$ cat src/rtl/aml_pkg.sv
// Package with the opcodes, phase encoding and result type of the AML sleep-state parser.
`default_nettype none

package aml_pkg;

    // AML opcodes and markers recognized by the parser.
    localparam logic [7:0]  OP_NAME        = 8'h08;
    localparam logic [7:0]  CH_ROOT        = 8'h5C;
    localparam logic [7:0]  OP_PACKAGE     = 8'h12;
    localparam logic [7:0]  OP_BYTEPREFIX  = 8'h0A;
    localparam logic [7:0]  PKGLEN_MASK    = 8'hC0;
    localparam int          VALUE_SHIFT    = 10;
    localparam logic [31:0] NAME_RESET     = 32'h5F53355F;

    // Window of recent bytes kept while searching.
    localparam int          WINDOW_BYTES   = 6;
    localparam int          FILL_W         = 3;

    // Result status codes.
    localparam logic [1:0]  ST_FOUND       = 2'd0;
    localparam logic [1:0]  ST_ABSENT      = 2'd1;
    localparam logic [1:0]  ST_ERROR       = 2'd2;

    // Parse phases, one-hot.
    typedef enum logic [5:0] {
        PH_SEARCH = 6'b000001,
        PH_PKGOP  = 6'b000010,
        PH_PKGLEN = 6'b000100,
        PH_SKIP   = 6'b001000,
        PH_VAL_A  = 6'b010000,
        PH_VAL_B  = 6'b100000
    } phase_t;

    // One result item.
    typedef struct packed {
        logic [15:0] value_b;
        logic [15:0] value_a;
        logic [1:0]  status;
    } result_t;

    // Value byte shifted into its sleep-type position, truncated to 16 bits.
    function automatic logic [15:0] shifted_value(input logic [7:0] b);
        logic [31:0] wide;
        wide = {24'd0, b} << VALUE_SHIFT;
        return wide[15:0];
    endfunction

endpackage

`default_nettype wire

$ cat src/rtl/aml_parse_core.sv
// Per-stream parse state and the combinational next-state and result logic.
`default_nettype none

module aml_parse_core (
    input  wire logic            clk,
    input  wire logic            rst_n,
    input  wire logic            step,
    input  wire logic [7:0]      data_byte,
    input  wire logic            last,
    input  wire logic [31:0]     target_name,
    output logic                 produce,
    output aml_pkg::result_t     result
);
    import aml_pkg::*;

    logic [8*WINDOW_BYTES-1:0] window_reg, window_next;
    logic [FILL_W-1:0]         fill_reg, fill_next;
    phase_t                    phase_reg, phase_next;
    logic [2:0]                skip_reg, skip_next;
    logic [15:0]               held_a_reg, held_a_next;
    logic                      reported_reg, reported_next;

    logic [8*WINDOW_BYTES-1:0] win_shift;
    logic [FILL_W-1:0]         fill_inc;
    logic                      name_hit;
    logic                      prefix_ok;
    logic                      hit;
    result_t                   res;

    // Window candidate and name compare for the search phase.
    always_comb
    begin
        win_shift = {window_reg[8*WINDOW_BYTES-9:0], data_byte};
        fill_inc  = (fill_reg < FILL_W'(WINDOW_BYTES)) ? fill_reg + 1'b1 : fill_reg;
        name_hit  = (fill_inc >= FILL_W'(4)) && (win_shift[31:0] == target_name);
        prefix_ok = ((fill_inc >= FILL_W'(5)) && (win_shift[39:32] == OP_NAME)) ||
                    ((fill_inc >= FILL_W'(6)) && (win_shift[47:40] == OP_NAME) &&
                     (win_shift[39:32] == CH_ROOT));
    end

    // Phase update and result decision for one item.
    always_comb
    begin
        window_next  = window_reg;
        fill_next    = fill_reg;
        phase_next   = phase_reg;
        skip_next    = skip_reg;
        held_a_next  = held_a_reg;
        hit          = 1'b0;
        res.status   = ST_FOUND;
        res.value_a  = 16'd0;
        res.value_b  = 16'd0;

        if (!reported_reg)
        begin
            case (phase_reg)
                PH_SEARCH:
                begin
                    window_next = win_shift;
                    fill_next   = fill_inc;
                    if (name_hit)
                    begin
                        if (prefix_ok)
                        begin
                            phase_next = PH_PKGOP;
                        end
                        else
                        begin
                            res.status = ST_ERROR;
                            hit        = 1'b1;
                        end
                    end
                end
                PH_PKGOP:
                begin
                    if (data_byte == OP_PACKAGE)
                    begin
                        phase_next = PH_PKGLEN;
                    end
                    else
                    begin
                        res.status = ST_ERROR;
                        hit        = 1'b1;
                    end
                end
                PH_PKGLEN:
                begin
                    // Lead byte plus lead[7:6] follow-on bytes, then the element count.
                    skip_next  = {1'b0, data_byte[7:6]} + 3'd1;
                    phase_next = PH_SKIP;
                end
                PH_SKIP:
                begin
                    skip_next = skip_reg - 3'd1;
                    if (skip_reg <= 3'd1)
                    begin
                        skip_next  = 3'd0;
                        phase_next = PH_VAL_A;
                    end
                end
                PH_VAL_A:
                begin
                    if (skip_reg == 3'd0 && data_byte == OP_BYTEPREFIX)
                    begin
                        skip_next = 3'd1;
                    end
                    else
                    begin
                        held_a_next = shifted_value(data_byte);
                        skip_next   = 3'd0;
                        phase_next  = PH_VAL_B;
                    end
                end
                PH_VAL_B:
                begin
                    if (skip_reg == 3'd0 && data_byte == OP_BYTEPREFIX)
                    begin
                        skip_next = 3'd1;
                    end
                    else
                    begin
                        res.status  = ST_FOUND;
                        res.value_a = held_a_reg;
                        res.value_b = shifted_value(data_byte);
                        hit         = 1'b1;
                    end
                end
                default:
                begin
                    res.status = ST_ERROR;
                    hit        = 1'b1;
                end
            endcase

            // End of stream without a result: absent while still searching after
            // this byte, truncated once a name has been matched.
            if (!hit && last)
            begin
                res.status = (phase_next == PH_SEARCH) ? ST_ABSENT : ST_ERROR;
                hit        = 1'b1;
            end
        end

        reported_next = reported_reg | hit;
        produce       = hit;
        result        = res;
    end

    // State registers; a last byte returns the stream state to its start.
    always_ff @(posedge clk or negedge rst_n)
    begin
        if (!rst_n)
        begin
            window_reg   <= '0;
            fill_reg     <= '0;
            phase_reg    <= PH_SEARCH;
            skip_reg     <= '0;
            held_a_reg   <= '0;
            reported_reg <= 1'b0;
        end
        else if (step)
        begin
            if (last)
            begin
                window_reg   <= '0;
                fill_reg     <= '0;
                phase_reg    <= PH_SEARCH;
                skip_reg     <= '0;
                held_a_reg   <= '0;
                reported_reg <= 1'b0;
            end
            else
            begin
                window_reg   <= window_next;
                fill_reg     <= fill_next;
                phase_reg    <= phase_next;
                skip_reg     <= skip_next;
                held_a_reg   <= held_a_next;
                reported_reg <= reported_next;
            end
        end
    end

endmodule

`default_nettype wire

$ cat src/rtl/aml_sleep_state_parser_unit.sv
// Top level of the AML sleep-state parser: input register, parse core, result register.
//
// Usage: bytes of an ACPI definition block enter on the s_ channel, one byte per
// item, with s_tlast on the final byte. The block looks for the first occurrence
// of the name in cfg_data's register (reset "_S5_"), which must be preceded by NameOp and
// followed by PackageOp, then reads two sleep-type bytes. Exactly one result
// item per stream leaves on the m_ channel: found with both values, name not
// present, or parse error / truncated stream.
// A byte that yields a result passes the input register and then the result
// register, whose valid bit drives m_tvalid.
// Throughput: one byte per cycle unless a result is held for a stalled receiver; the parse step is a
// single compare and phase update between the input register and the result register.
// When the receiver stalls, the result is held in the output register; the
// input register still takes a byte, and the core keeps consuming bytes that
// give no result. Only a byte that would give a second pending result waits.
// Reset clears the stream state and sets the name register to "_S5_".
// cfg_ready is always high; write the name only while the block is idle.
`default_nettype none

module aml_sleep_state_parser_unit (
    input  wire logic        clk,
    input  wire logic        rst_n,
    // Configuration write: target name, first byte in bits 31:24.
    input  wire logic        cfg_valid,
    output logic             cfg_ready,
    input  wire logic [31:0] cfg_data,
    // Input bytes. s_tdata: data_byte[7:0].
    input  wire logic        s_tvalid,
    output logic             s_tready,
    input  wire logic [7:0]  s_tdata,
    input  wire logic        s_tlast,
    // Results. m_tdata: status[1:0], control_value_a[17:2], control_value_b[33:18], zero pad.
    output logic             m_tvalid,
    input  wire logic        m_tready,
    output logic [39:0]      m_tdata
);
    import aml_pkg::*;

    logic [31:0] target_reg;
    logic        in_valid_reg;
    logic [7:0]  in_data_reg;
    logic        in_last_reg;
    logic        out_valid_reg;
    result_t     out_reg;

    logic        produce;
    result_t     result;
    logic        out_free;
    logic        step;

    // Name register.
    assign cfg_ready = 1'b1;

    always_ff @(posedge clk or negedge rst_n)
    begin
        if (!rst_n)
        begin
            target_reg <= NAME_RESET;
        end
        else if (cfg_valid)
        begin
            target_reg <= cfg_data;
        end
    end

    // Handshake: a held byte advances unless it yields a result that cannot be stored.
    assign out_free = !out_valid_reg || m_tready;
    assign step     = in_valid_reg && (!produce || out_free);
    assign s_tready = !in_valid_reg || step;

    // Input register.
    always_ff @(posedge clk or negedge rst_n)
    begin
        if (!rst_n)
        begin
            in_valid_reg <= 1'b0;
        end
        else if (s_tready)
        begin
            in_valid_reg <= s_tvalid;
        end
    end

    always_ff @(posedge clk)
    begin
        if (s_tready && s_tvalid)
        begin
            in_data_reg <= s_tdata;
            in_last_reg <= s_tlast;
        end
    end

    // Parse core.
    aml_parse_core u_core (
        .clk         (clk),
        .rst_n       (rst_n),
        .step        (step),
        .data_byte   (in_data_reg),
        .last        (in_last_reg),
        .target_name (target_reg),
        .produce     (produce),
        .result      (result)
    );

    // Result register.
    always_ff @(posedge clk or negedge rst_n)
    begin
        if (!rst_n)
        begin
            out_valid_reg <= 1'b0;
        end
        else if (step && produce)
        begin
            out_valid_reg <= 1'b1;
        end
        else if (m_tready)
        begin
            out_valid_reg <= 1'b0;
        end
    end

    always_ff @(posedge clk)
    begin
        if (step && produce)
        begin
            out_reg <= result;
        end
    end

    assign m_tvalid = out_valid_reg;
    assign m_tdata  = {6'd0, out_reg.value_b, out_reg.value_a, out_reg.status};

endmodule

`default_nettype wire

$ cat config.mk
export PLATFORM = sky130hd
export DESIGN_NAME = aml_sleep_state_parser_unit
export DESIGN_NICKNAME = d
export VERILOG_FILES = /design/src/rtl/aml_pkg.sv /design/src/rtl/aml_parse_core.sv /design/src/rtl/aml_sleep_state_parser_unit.sv
export SDC_FILE = /design/constraint.sdc
export NUM_CORES = 1
export LEC_CHECK = 0
export ABC_AREA = 1
export BUFFER_PORTS_ARGS = -buffer_cell sky130_fd_sc_hd__buf_2
export CAP_MARGIN = 20
export CORE_ASPECT_RATIO = 0.8
export CORE_MARGIN = 4
export CORE_UTILIZATION = 55
export CTS_BUF_LIST = sky130_fd_sc_hd__clkbuf_8
export DETAILED_ROUTE_END_ITERATION = 8
export PLACE_DENSITY = 0.77
export SETUP_SLACK_MARGIN = 0.2
export SLEW_MARGIN = 10
export SYNTH_ARGS = -nofsm -noshare
export SYNTH_HDL_FRONTEND = slang
export SYNTH_HIERARCHICAL = 1
export SYNTH_SLANG_ARGS = --single-unit
$ cat constraint.sdc
create_clock -name clk -period 4.11 [get_ports clk]
set_input_delay 0.411 -clock clk [delete_from_list [all_inputs] [get_ports clk]]
set_output_delay 0.411 -clock clk [all_outputs]
set_load 0.01 [all_outputs]
# Yosys cells after proc, flatten, opt, wreduce, memory -nomap -nowiden
# Cells that the tools add are included.
# word_totals
out_inout_bits	43
input_bits	46
ff_bits	146
# classes
n_reduce_logical	29
n_addsub	3
order_cmp	5
n_eq_ne	16
n_mux	43
n_bitwise	2
# ops
op	count
$mux W40	3
$mux W16	4
$mux W6	8
$eq A32 B32 Y1	1
$pmux W6 S5	1
$eq A8 B4 Y1 const B	3
$mux W3	8
$eq A6 B1 Y1 const B	2
$pmux W3 S4	1
$mux W1	11
$mux W2	5
$ge A3 B3 Y1 const B	3
$logic_and A1 B1 Y1	9
$eq A8 B5 Y1 const B	1
$eq A8 B7 Y1 const B	1
$pmux W2 S4	1
$reduce_and A4 Y1	2
$eq A6 B2 Y1 const B	1
$eq A6 B3 Y1 const B	1
$eq A6 B4 Y1 const B	1
$eq A6 B5 Y1 const B	1
$eq A6 B6 Y1 const B	1
$reduce_bool A2 Y1	3
$reduce_or A3 Y1	2
17 further kinds	24

# Depth between registers and ports, before layout
# Gate-level depths: netlist of run 1.
# logic_depth
word_depth	19
mapped_depth	21
mapped_depth_nobuf	21

# By module
# Netlist of run 1, hierarchy kept.
# modules_own_cells
module	area_each_um2	seq_area_each_um2	n_inst	cells_per_inst
aml_parse_core	3515.9	1477.7	1	462
aml_sleep_state_parser_unit	2894.0	2167.1	1	202

# Worst setup path before layout of run 1
# OpenSTA, ideal clock, no wires.
# synth_path
path_kind	register to register
start	register u_core.fill_reg[0]
end	register out_reg, in the netlist m_tdata[0] (enable)
path_stages_with_launch	12
path_buffers	0
arrival_ns	2.274
path_slack_ns	1.448
t_required_ns	3.721
cell_sequence	dfrtp_1 ha_1 a21oi_1 and2_1 nor2_1 a21oi_1 nand3_2 nand3_1 o21ai_1 inv_1 nand3_1 inv_1
# synth_between
elab_chain_len	18
word_cells_on_any_way	23
# synth_lines
element	line	source
from (decl)	aml_parse_core.sv:17	logic [FILL_W-1:0] fill_reg, fill_next;
from (signal assigned)	aml_parse_core.sv:175	fill_reg <= fill_next;
$add A3 B1 Y3 / $lt A3 B3 Y1 (equally long branches)	aml_parse_core.sv:34	fill_inc = (fill_reg < FILL_W'(WINDOW_BYTES)) ? fill_reg + 1'b1 : fill_reg;
$mux W3 (*)	aml_parse_core.sv:34	
$ge A3 B3 Y1	aml_parse_core.sv:37	((fill_inc >= FILL_W'(6)) && (win_shift[47:40] == OP_NAME) &&
$logic_and A1 B1 Y1 (2 in series)	aml_parse_core.sv:37	
$logic_or A1 B1 Y1	aml_parse_core.sv:36	prefix_ok = ((fill_inc >= FILL_W'(5)) && (win_shift[39:32] == OP_NAME)) ||
$mux W1	aml_parse_core.sv:63	if (prefix_ok)
$mux W1 (*)	aml_parse_core.sv:61	if (name_hit)
$pmux W1 S4 (*)	aml_parse_core.sv:56	case (phase_reg)
[2 not listed]	-	
$logic_and A1 B1 Y1	aml_parse_core.sv:137	if (!hit && last)
$mux W1 (*)	aml_parse_core.sv:137	
$mux W1 (*)	aml_parse_core.sv:54	if (!reported_reg)
named net produce	aml_sleep_state_parser_unit.sv:46	logic produce;
$logic_not A1 Y1	aml_sleep_state_parser_unit.sv:68	assign step = in_valid_reg && (!produce || out_free);
$logic_or A1 B1 Y1	aml_sleep_state_parser_unit.sv:68	
$logic_and A1 B1 Y1	aml_sleep_state_parser_unit.sv:68	
$logic_and A1 B1 Y1 (*)	aml_sleep_state_parser_unit.sv:124	if (step && produce)
to (signal assigned)	aml_sleep_state_parser_unit.sv:126	out_reg <= result;
to (decl)	aml_sleep_state_parser_unit.sv:44	result_t out_reg;
# The timed path passes the listed nets; every way through them passes the cells marked *. The select of a mux whose other input is x is not followed.
# A chain may end at the register's enable or synchronous reset.

# Worst setup path after layout of run 1
# layout_path
start	register in_data_reg[6]
end	register u_core.fill_reg[0]
# layout_between
elab_chain_len	13
word_cells_on_any_way	18
# layout_lines
element	line	source
from (decl)	aml_sleep_state_parser_unit.sv:41	logic [7:0] in_data_reg;
from (signal assigned)	aml_sleep_state_parser_unit.sv:88	in_data_reg <= s_tdata;
$eq A32 B32 Y1 / $eq A8 B4 Y1 (equally long branches)	aml_parse_core.sv:35, aml_parse_core.sv:116	
$logic_and A1 B1 Y1, on equally long branches	aml_parse_core.sv:35, aml_parse_core.sv:116	
$mux W1, on equally long branches	aml_parse_core.sv:61, aml_parse_core.sv:116	
$pmux W1 S4 (*)	aml_parse_core.sv:56	
$mux W1 (*)	aml_parse_core.sv:54	
$logic_not A1 Y1	aml_parse_core.sv:137	
$logic_and A1 B1 Y1	aml_parse_core.sv:137	
$mux W1 (*)	aml_parse_core.sv:137	
$mux W1 (*)	aml_parse_core.sv:54	
named net produce	aml_sleep_state_parser_unit.sv:46	
$logic_not A1 Y1 (*)	aml_sleep_state_parser_unit.sv:68	
$logic_or A1 B1 Y1 (*)	aml_sleep_state_parser_unit.sv:68	
$logic_and A1 B1 Y1 (*)	aml_sleep_state_parser_unit.sv:68	
named net step	aml_sleep_state_parser_unit.sv:49	logic step;
$reduce_and A3 Y1 (no source line) (*)	-	
# Marked as above.

==> impl_metrics.json, run 1 <==
{
  "syn_inst": 664,
  "worstSkewPairLatency_ns": 0.44,
  "io_buffer_count": 81,
  "wl_um": 13360,
  "dieArea_mm2": 0.01346,
  "rows": 34,
  "gp_congestion": 0.9354,
  "via_per_inst": 5.155,
  "max_freq_ghz": 0.3163,
  "htree_levels": 4,
  "drt_iter0_drc": 443,
  "grt_pass1_vias": 4600,
  "p_per_area_mw_per_mm2": 488.3,
  "cts_root_buf": "clkbuf_8",
  "crit_path_start_kind": "register",
  "seq_area_frac_synth_pct": 56.86,
  "worstSetupPathType": "register to register",
  "synthToLayoutAreaGrowth_pct": 11.56,
  "ys_types": 37,
  "wl_per_cell_um": 14.71,
  "status": "finished, final reports clean",
  "grt_max_degree": 68,
  "maxSlewHeadroom_pct": 35.11,
  "core_area_mm2": 0.01115,
  "synth.avg_cell_area_um2": 9.653,
  "ios": 89,
  "maxCapViolations": 0,
  "arrival_ns": 3.53,
  "dieHeight_um": 104.6,
  "layout.cells.non_filler": 908,
  "ys_ff_latch": 136,
  "antenna_found_initial": 0,
  "crit_fanout": 44,
  "syn_area_mm2": 0.006410,
  "fin_crit_ns": 3.161,
  "r2r_start": "in_data_reg[6]$_DFFE_PP_",
  "rrSetupSlack_ns": 0.95,
  "end_kind": "register",
  "cts_tree": "yes",
  "ir_worst_vdd_v": 0.0002576,
  "grt_usage_pct": 20.90,
  "die_x_um": 128.7,
  "drc": 0,
  "worst_pin_slew_ns": 0.9734,
  "postCtsSetupBuffers": 0,
  "start_util_pct": 57.51,
  "largest_register_ffs": 40,
  "cts_buffers": 17,
  "dp.cells": 876,
  "slew_viol_final": 0,
  "leakagePower_uw": 0.003406,
  "critPathLaunch": "in_data_reg[6]$_DFFE_PP_",
  "tns_ns": 0,
  "nNetsFinal": 802,
  "n_antenna_cell": 0,
  "grt_pass1_wl_um": 22310,
  "ant_nets": 0,
  "finalHoldViolations": 0,
  "hp-class": "input pin to async pin",
  "holdBufCountCts": 0,
  "cts_sinks": 136,
  "grt_overflow": 0,
  "setup_violations": 0,
  "clkTransAtPathRegs_ns": 0.08,
  "final_layout_size_suffix_gt1_share_pct": 26.18,
  "cp.required_ns": 4.48,
  "clock_path_buffers": 2,
  "dpl.hpwl_um": 9483,
  "firstDrtPassIters": 5,
  "fin_crit_sh_pct": 76.92,
  "vias": 4681,
  "final.fill_count": 914,
  "yosys_warnings": 6,
  "worst_clock_skew_ns": 0.01501,
  "post_cts_resized": 0,
  "rsz0062_at_grt": "false"
}
-- cells in the mapped netlist (all sizes together) --
library cell / count / share of area (%)
and2: 2 / 0.20
ha: 5 / 0.98
clkinv: 1 / 0.059
nor2: 51 / 3.3
or2: 2 / 0.20
o21ai: 53 / 6.0
o2111ai: 3 / 0.41
inv: 132 / 7.7
conb: 3 / 0.18
o211ai: 2 / 0.23
dfrtp: 72 / 28
xnor2: 12 / 1.6
xor2: 3 / 0.41
nand3: 22 / 2.0
nor3: 2 / 0.23
nand4: 10 / 1.3
buf: 43 / 5.4
nor4: 1 / 0.20
nand2: 129 / 7.7
edfxtp: 43 / 20
o22ai: 48 / 4.7
dfstp: 21 / 8.6
a21oi: 4 / 0.37
-- cell type report --
class,instances,area (um^2),area share [%]
flip-flops and latches,136,3645,50.97
repair buffers,87,452.9,6.334
well taps,144,180.2,2.520
inverters,133,499.2,6.982
clock inverters,15,130.1,1.820
multi-input cells,376,2009,28.10
clock buffers,17,234.0,3.272
-- metrics by stage --
stage | power (uW) | utilization [%] | worst slack, ns | hold slack, ns | instance area (um^2)
3_5_place_dp | 2495 | 60.89 | 1.024 | 0.4685 | 6787
6_report | 3492 | 64.16 | 0.9486 | 0.06921 | 7151
5_1_grt | 3699 | 64.16 | 0.6756 | 0.1133 | 7151
4_1_cts | 3510 | 64.16 | 0.9957 | 0.08191 | 7151
3_3_place_gp | 2467 | 60.89 | 1.174 | 0.4634 | 6787
2_1_floorplan | 2275 | - | 1.448 | 0.1154 | 6500
-- cells by family (layout without fill, tap and decap cells) --
| group | after synthesis | after routing | share of synthesized area [%] |
|---|---|---|---|
| other cells | 3 | 27 | 0.1757 |
| fa+ha+maj | 5 | 5 | 0.9760 |
| compound gates | 110 | 110 | 11.65 |
| buf+inv | 176 | 252 | 13.20 |
| simple gates | 219 | 219 | 15.09 |
| xor+xnor | 15 | 15 | 2.050 |
| flops | 136 | 136 | 56.86 |
-- power by group --
| part | internal (uW) | switching (uW) | total (uW) |
|---|---|---|---|
| Sequential | 1620 | 108 | 1720 |
| Clock | 478 | 532 | 1010 |
| Combinational | 259 | 499 | 758 |
| Total | 2350 | 1140 | 3490 |
-- path summary, 6_finish.rpt --
kind                            depth (start not counted)                                 to
min in group clk                                        1           in_data_reg[3]$_DFFE_PP_
worst min-delay path                                    1  u_core/window_reg[10]$_DFFE_PN0P_
max in group asynchronous                               2    u_core/phase_reg[0]$_DFFE_PN1P_
worst max-delay path                                   18     u_core/fill_reg[0]$_DFFE_PN0P_
worst min register to register                          2         target_reg[25]$_DFFE_PN1P_
worst max register to register                         18     u_core/fill_reg[0]$_DFFE_PN0P_
-- cell usage in the layout (no fill, tap or decap), types with 4 or more instances in the layout --
master	instances
o21ai_2	31
inv_1	123
dfrtp_1	72
xnor2_1	12
buf_2	80
nor2_1	47
edfxtp_1	43
o21ai_0	16
nand3_1	19
inv_2	11
nand2_2	5
o21ai_1	6
clkbuf_8	17
conb_1	27
clkinvlp_4	4
nand2_1	124
o22ai_1	48
buf_4	7
nand4_1	7
dfstp_2	21
ha_1	5
-- per-layer routing --
| metal | share of wire [%] | track usage (%) |
|---|---|---|
| met1 | 45 | 29.65 |
| met2 | 46 | 32.14 |
| met3 | 8.1 | 6.017 |
| met4 | 1.1 | 4.948 |
| met5 | 0 | 0 |
-- worst max-delay path, stage by stage, from the launching register on --
cell	delay (ns)
edfxtp_1	0.43
inv_2	0.12
ha_1	0.16
nand2_1	0.08
nor4_2	0.33
nor2_1	0.12
a21oi_2	0.18
nand3_1	0.14
o21ai_1	0.14
inv_1	0.08
nand3_1	0.08
nand2_1	0.05
inv_1	0.08
nand2_1	0.16
o21ai_2	0.17
buf_4	0.41
nand2_1	0.12
xor2_1	0.16
nor2_1	0.09
No activity file was read; power rests on OpenSTA's default activity.
==> run 2, diff against run 1 <==
==> constraint.sdc (replaced) <==
create_clock -name clk -period 3.2 [get_ports clk]
set_input_delay 0.32 -clock clk [delete_from_list [all_inputs] [get_ports clk]]
set_output_delay 0.32 -clock clk [all_outputs]
set_load 0.01 [all_outputs]
==> impl_metrics.json, run 2 (synthesis results as in run 1) <==
{
  "htree_levels": 4,
  "start_util_pct": 57.51,
  "cpPeakStageDelay_ns": 0.43,
  "crit_path_start_kind": "register",
  "antenna_found_initial": 0,
  "crit_path_frequent_cell": "nand3_1",
  "status": "finished, final reports clean",
  "vias": 4726,
  "pre_cts_ws_ns": 0.3255,
  "synthToLayoutAreaGrowth_pct": 13.31,
  "p_per_area_mw_per_mm2": 644.9,
  "worstSetupPathType": "register to register",
  "ios": 89,
  "cts_sinks": 136,
  "drt_iter0_drc": 417,
  "final.fill_count": 906,
  "setup_violations": 0,
  "final_layout_size_suffix_gt1_share_pct": 26.82,
  "layout_common_cells": "nand2_1, inv_1, buf_2",
  "tns_ns": 0,
  "holdBufCountCts": 0,
  "fin_crit_ns": 2.865,
  "grt_usage_pct": 21.66,
  "worst_clock_skew_ns": 0.01045,
  "via_per_inst": 5.182,
  "crit_fanout": 31,
  "clkTransAtPathRegs_ns": 0.08,
  "nNetsFinal": 806,
  "dieArea_mm2": 0.01346,
  "dpl.hpwl_um": 9931,
  "maxCapViolations": 0,
  "maxSlewHeadroom_pct": 39.39,
  "cp.buffers_inverters": 4,
  "rsz0062_at_grt": "false",
  "cts_buffers": 17,
  "drc": 0,
  "worstSkewPairLatency_ns": 0.43,
  "core_area_mm2": 0.01115,
  "hp-class": "input pin to async pin",
  "n_antenna_cell": 0,
  "firstDrtPassIters": 5,
  "crit_family": "simple AND/OR/NAND/NOR gates",
  "cp.required_ns": 3.55,
  "slew_viol_final": 0,
  "io_buffer_count": 81,
  "grt_overflow": 0,
  "cts_tree": "yes",
  "gp_congestion": 0.9007,
  "postCtsSetupBuffers": 0,
  "ir_worst_vdd_v": 0.0003807,
  "fin_crit_sh_pct": 89.53,
  "path_cells": "inv_2 > ha_1 > nand2_1 > nor4_4 > nor2_1 > a21oi_2 > nand3_1 > o21ai_1 > inv_1 > nand3_1 > nand2_1 > inv_1 > nand2_2 > o21ai_2 > buf_12 > nand3_1 > o21ai_0",
  "cts_root_buf": "clkbuf_8",
  "wl_um": 13860,
  "ant_nets": 0,
  "grt_max_degree": 72,
  "dieHeight_um": 104.6,
  "clock_path_buffers": 2,
  "mostFrequentLayoutCell": "nand2_1",
  "grt_pass1_wl_um": 23030,
  "max_freq_ghz": 0.3491,
  "post_cts_resized": 0,
  "end_kind": "register",
  "arrival_ns": 3.21,
  "die_x_um": 128.7,
  "rows": 34,
  "setup_ws_ns": 0.3351,
  "finalHoldViolations": 0,
  "grt_pass1_vias": 4729,
  "cp_slowest_cell": "edfxtp_1",
  "leakagePower_uw": 0.003467,
  "worst_pin_slew_ns": 0.9091,
  "wl_per_cell_um": 15.20,
  "largest_register_ffs": 40
}
-- run 2: cell count changes in the layout (fill, tap and decap cells not counted), moves of 2 or more --
cell,delta
buf_12,+2
buf_4,+2
bufinv_16,+2
clkinv_2,+2
clkinvlp_4,-3
inv_1,-2
inv_6,-2
-- run 2: area by class of cell --
type                    instances  area [um^2]  area share (%)
clock buffers                  17        234.0           3.221
clock inverters                15        176.4           2.429
flip-flops and latches        136         3645           50.18
repair buffers                 91        508.0           6.994
inverters                     133        499.2           6.873
multi-input cells             376         2021           27.82
well taps                     144        180.2           2.481
-- run 2: metrics by stage --
step | hold slack [ns] | total power [uW] | util [%] | cell area (um^2) | instances
after floorplan | 0.02441 | 2922 | - | 6500 | 688
after global placement | 0.4543 | 3206 | 61.38 | 6842 | 880
after detailed placement | 0.4648 | 3246 | 61.38 | 6842 | 880
after CTS | 0.04132 | 4703 | 65.07 | 7252 | 912
after global routing | 0.03256 | 4937 | 65.17 | 7263 | 912
final | 0.01473 | 4684 | 65.17 | 7263 | 912
-- run 2: worst paths after layout --
kind,startpoint,endpoint,slack [ns],depth (start not counted)
worst max-delay path,in_data_reg[6]$_DFFE_PP_,u_core/fill_reg[2]$_DFFE_PN0P_,0.34,17
worst min-delay path,rst_n,target_reg[21]$_DFFE_PN0P_,0.01,1
worst max register to register,in_data_reg[6]$_DFFE_PP_,u_core/fill_reg[2]$_DFFE_PN0P_,0.34,17
worst min register to register,target_reg[28]$_DFFE_PN1P_,target_reg[28]$_DFFE_PN1P_,0.48,2
max in group asynchronous,rst_n,target_reg[20]$_DFFE_PN1P_,2.36,2
min in group clk,s_tdata[0],in_data_reg[0]$_DFFE_PP_,0.07,1
-- run 2: report_power, final --
part | leakage, uW | internal (uW) | total (uW) | switching [uW]
sequential | 0.00160 | 2080 | 2220 | 143
clock | 0.000209 | 774 | 1450 | 676
combinational | 0.00166 | 363 | 1020 | 654
total | 0.00347 | 3210 | 4680 | 1470
-- run 2: worst register-to-register path, delay by kind of cell (launching register included) --
| kind | cells | cell delay [ns] |
|---|---|---|
| adders and majority gates | 1 | 0.17 |
| AOI/OAI and AO/OA | 4 | 0.67 |
| and+or+nand+nor | 8 | 1.02 |
| DFF | 1 | 0.43 |
| buffers and inverters | 4 | 0.51 |
-- run 2: routing by layer --
layer / vias up / track usage (%) / share of wire [%]
li1: 2275 / - / -
met1: 2250 / 30.50 / 45
met2: 186 / 34.28 / 47
met3: 15 / 5.966 / 7.3
met4: 0 / 4.123 / 1.1
met5: - / 0 / 0
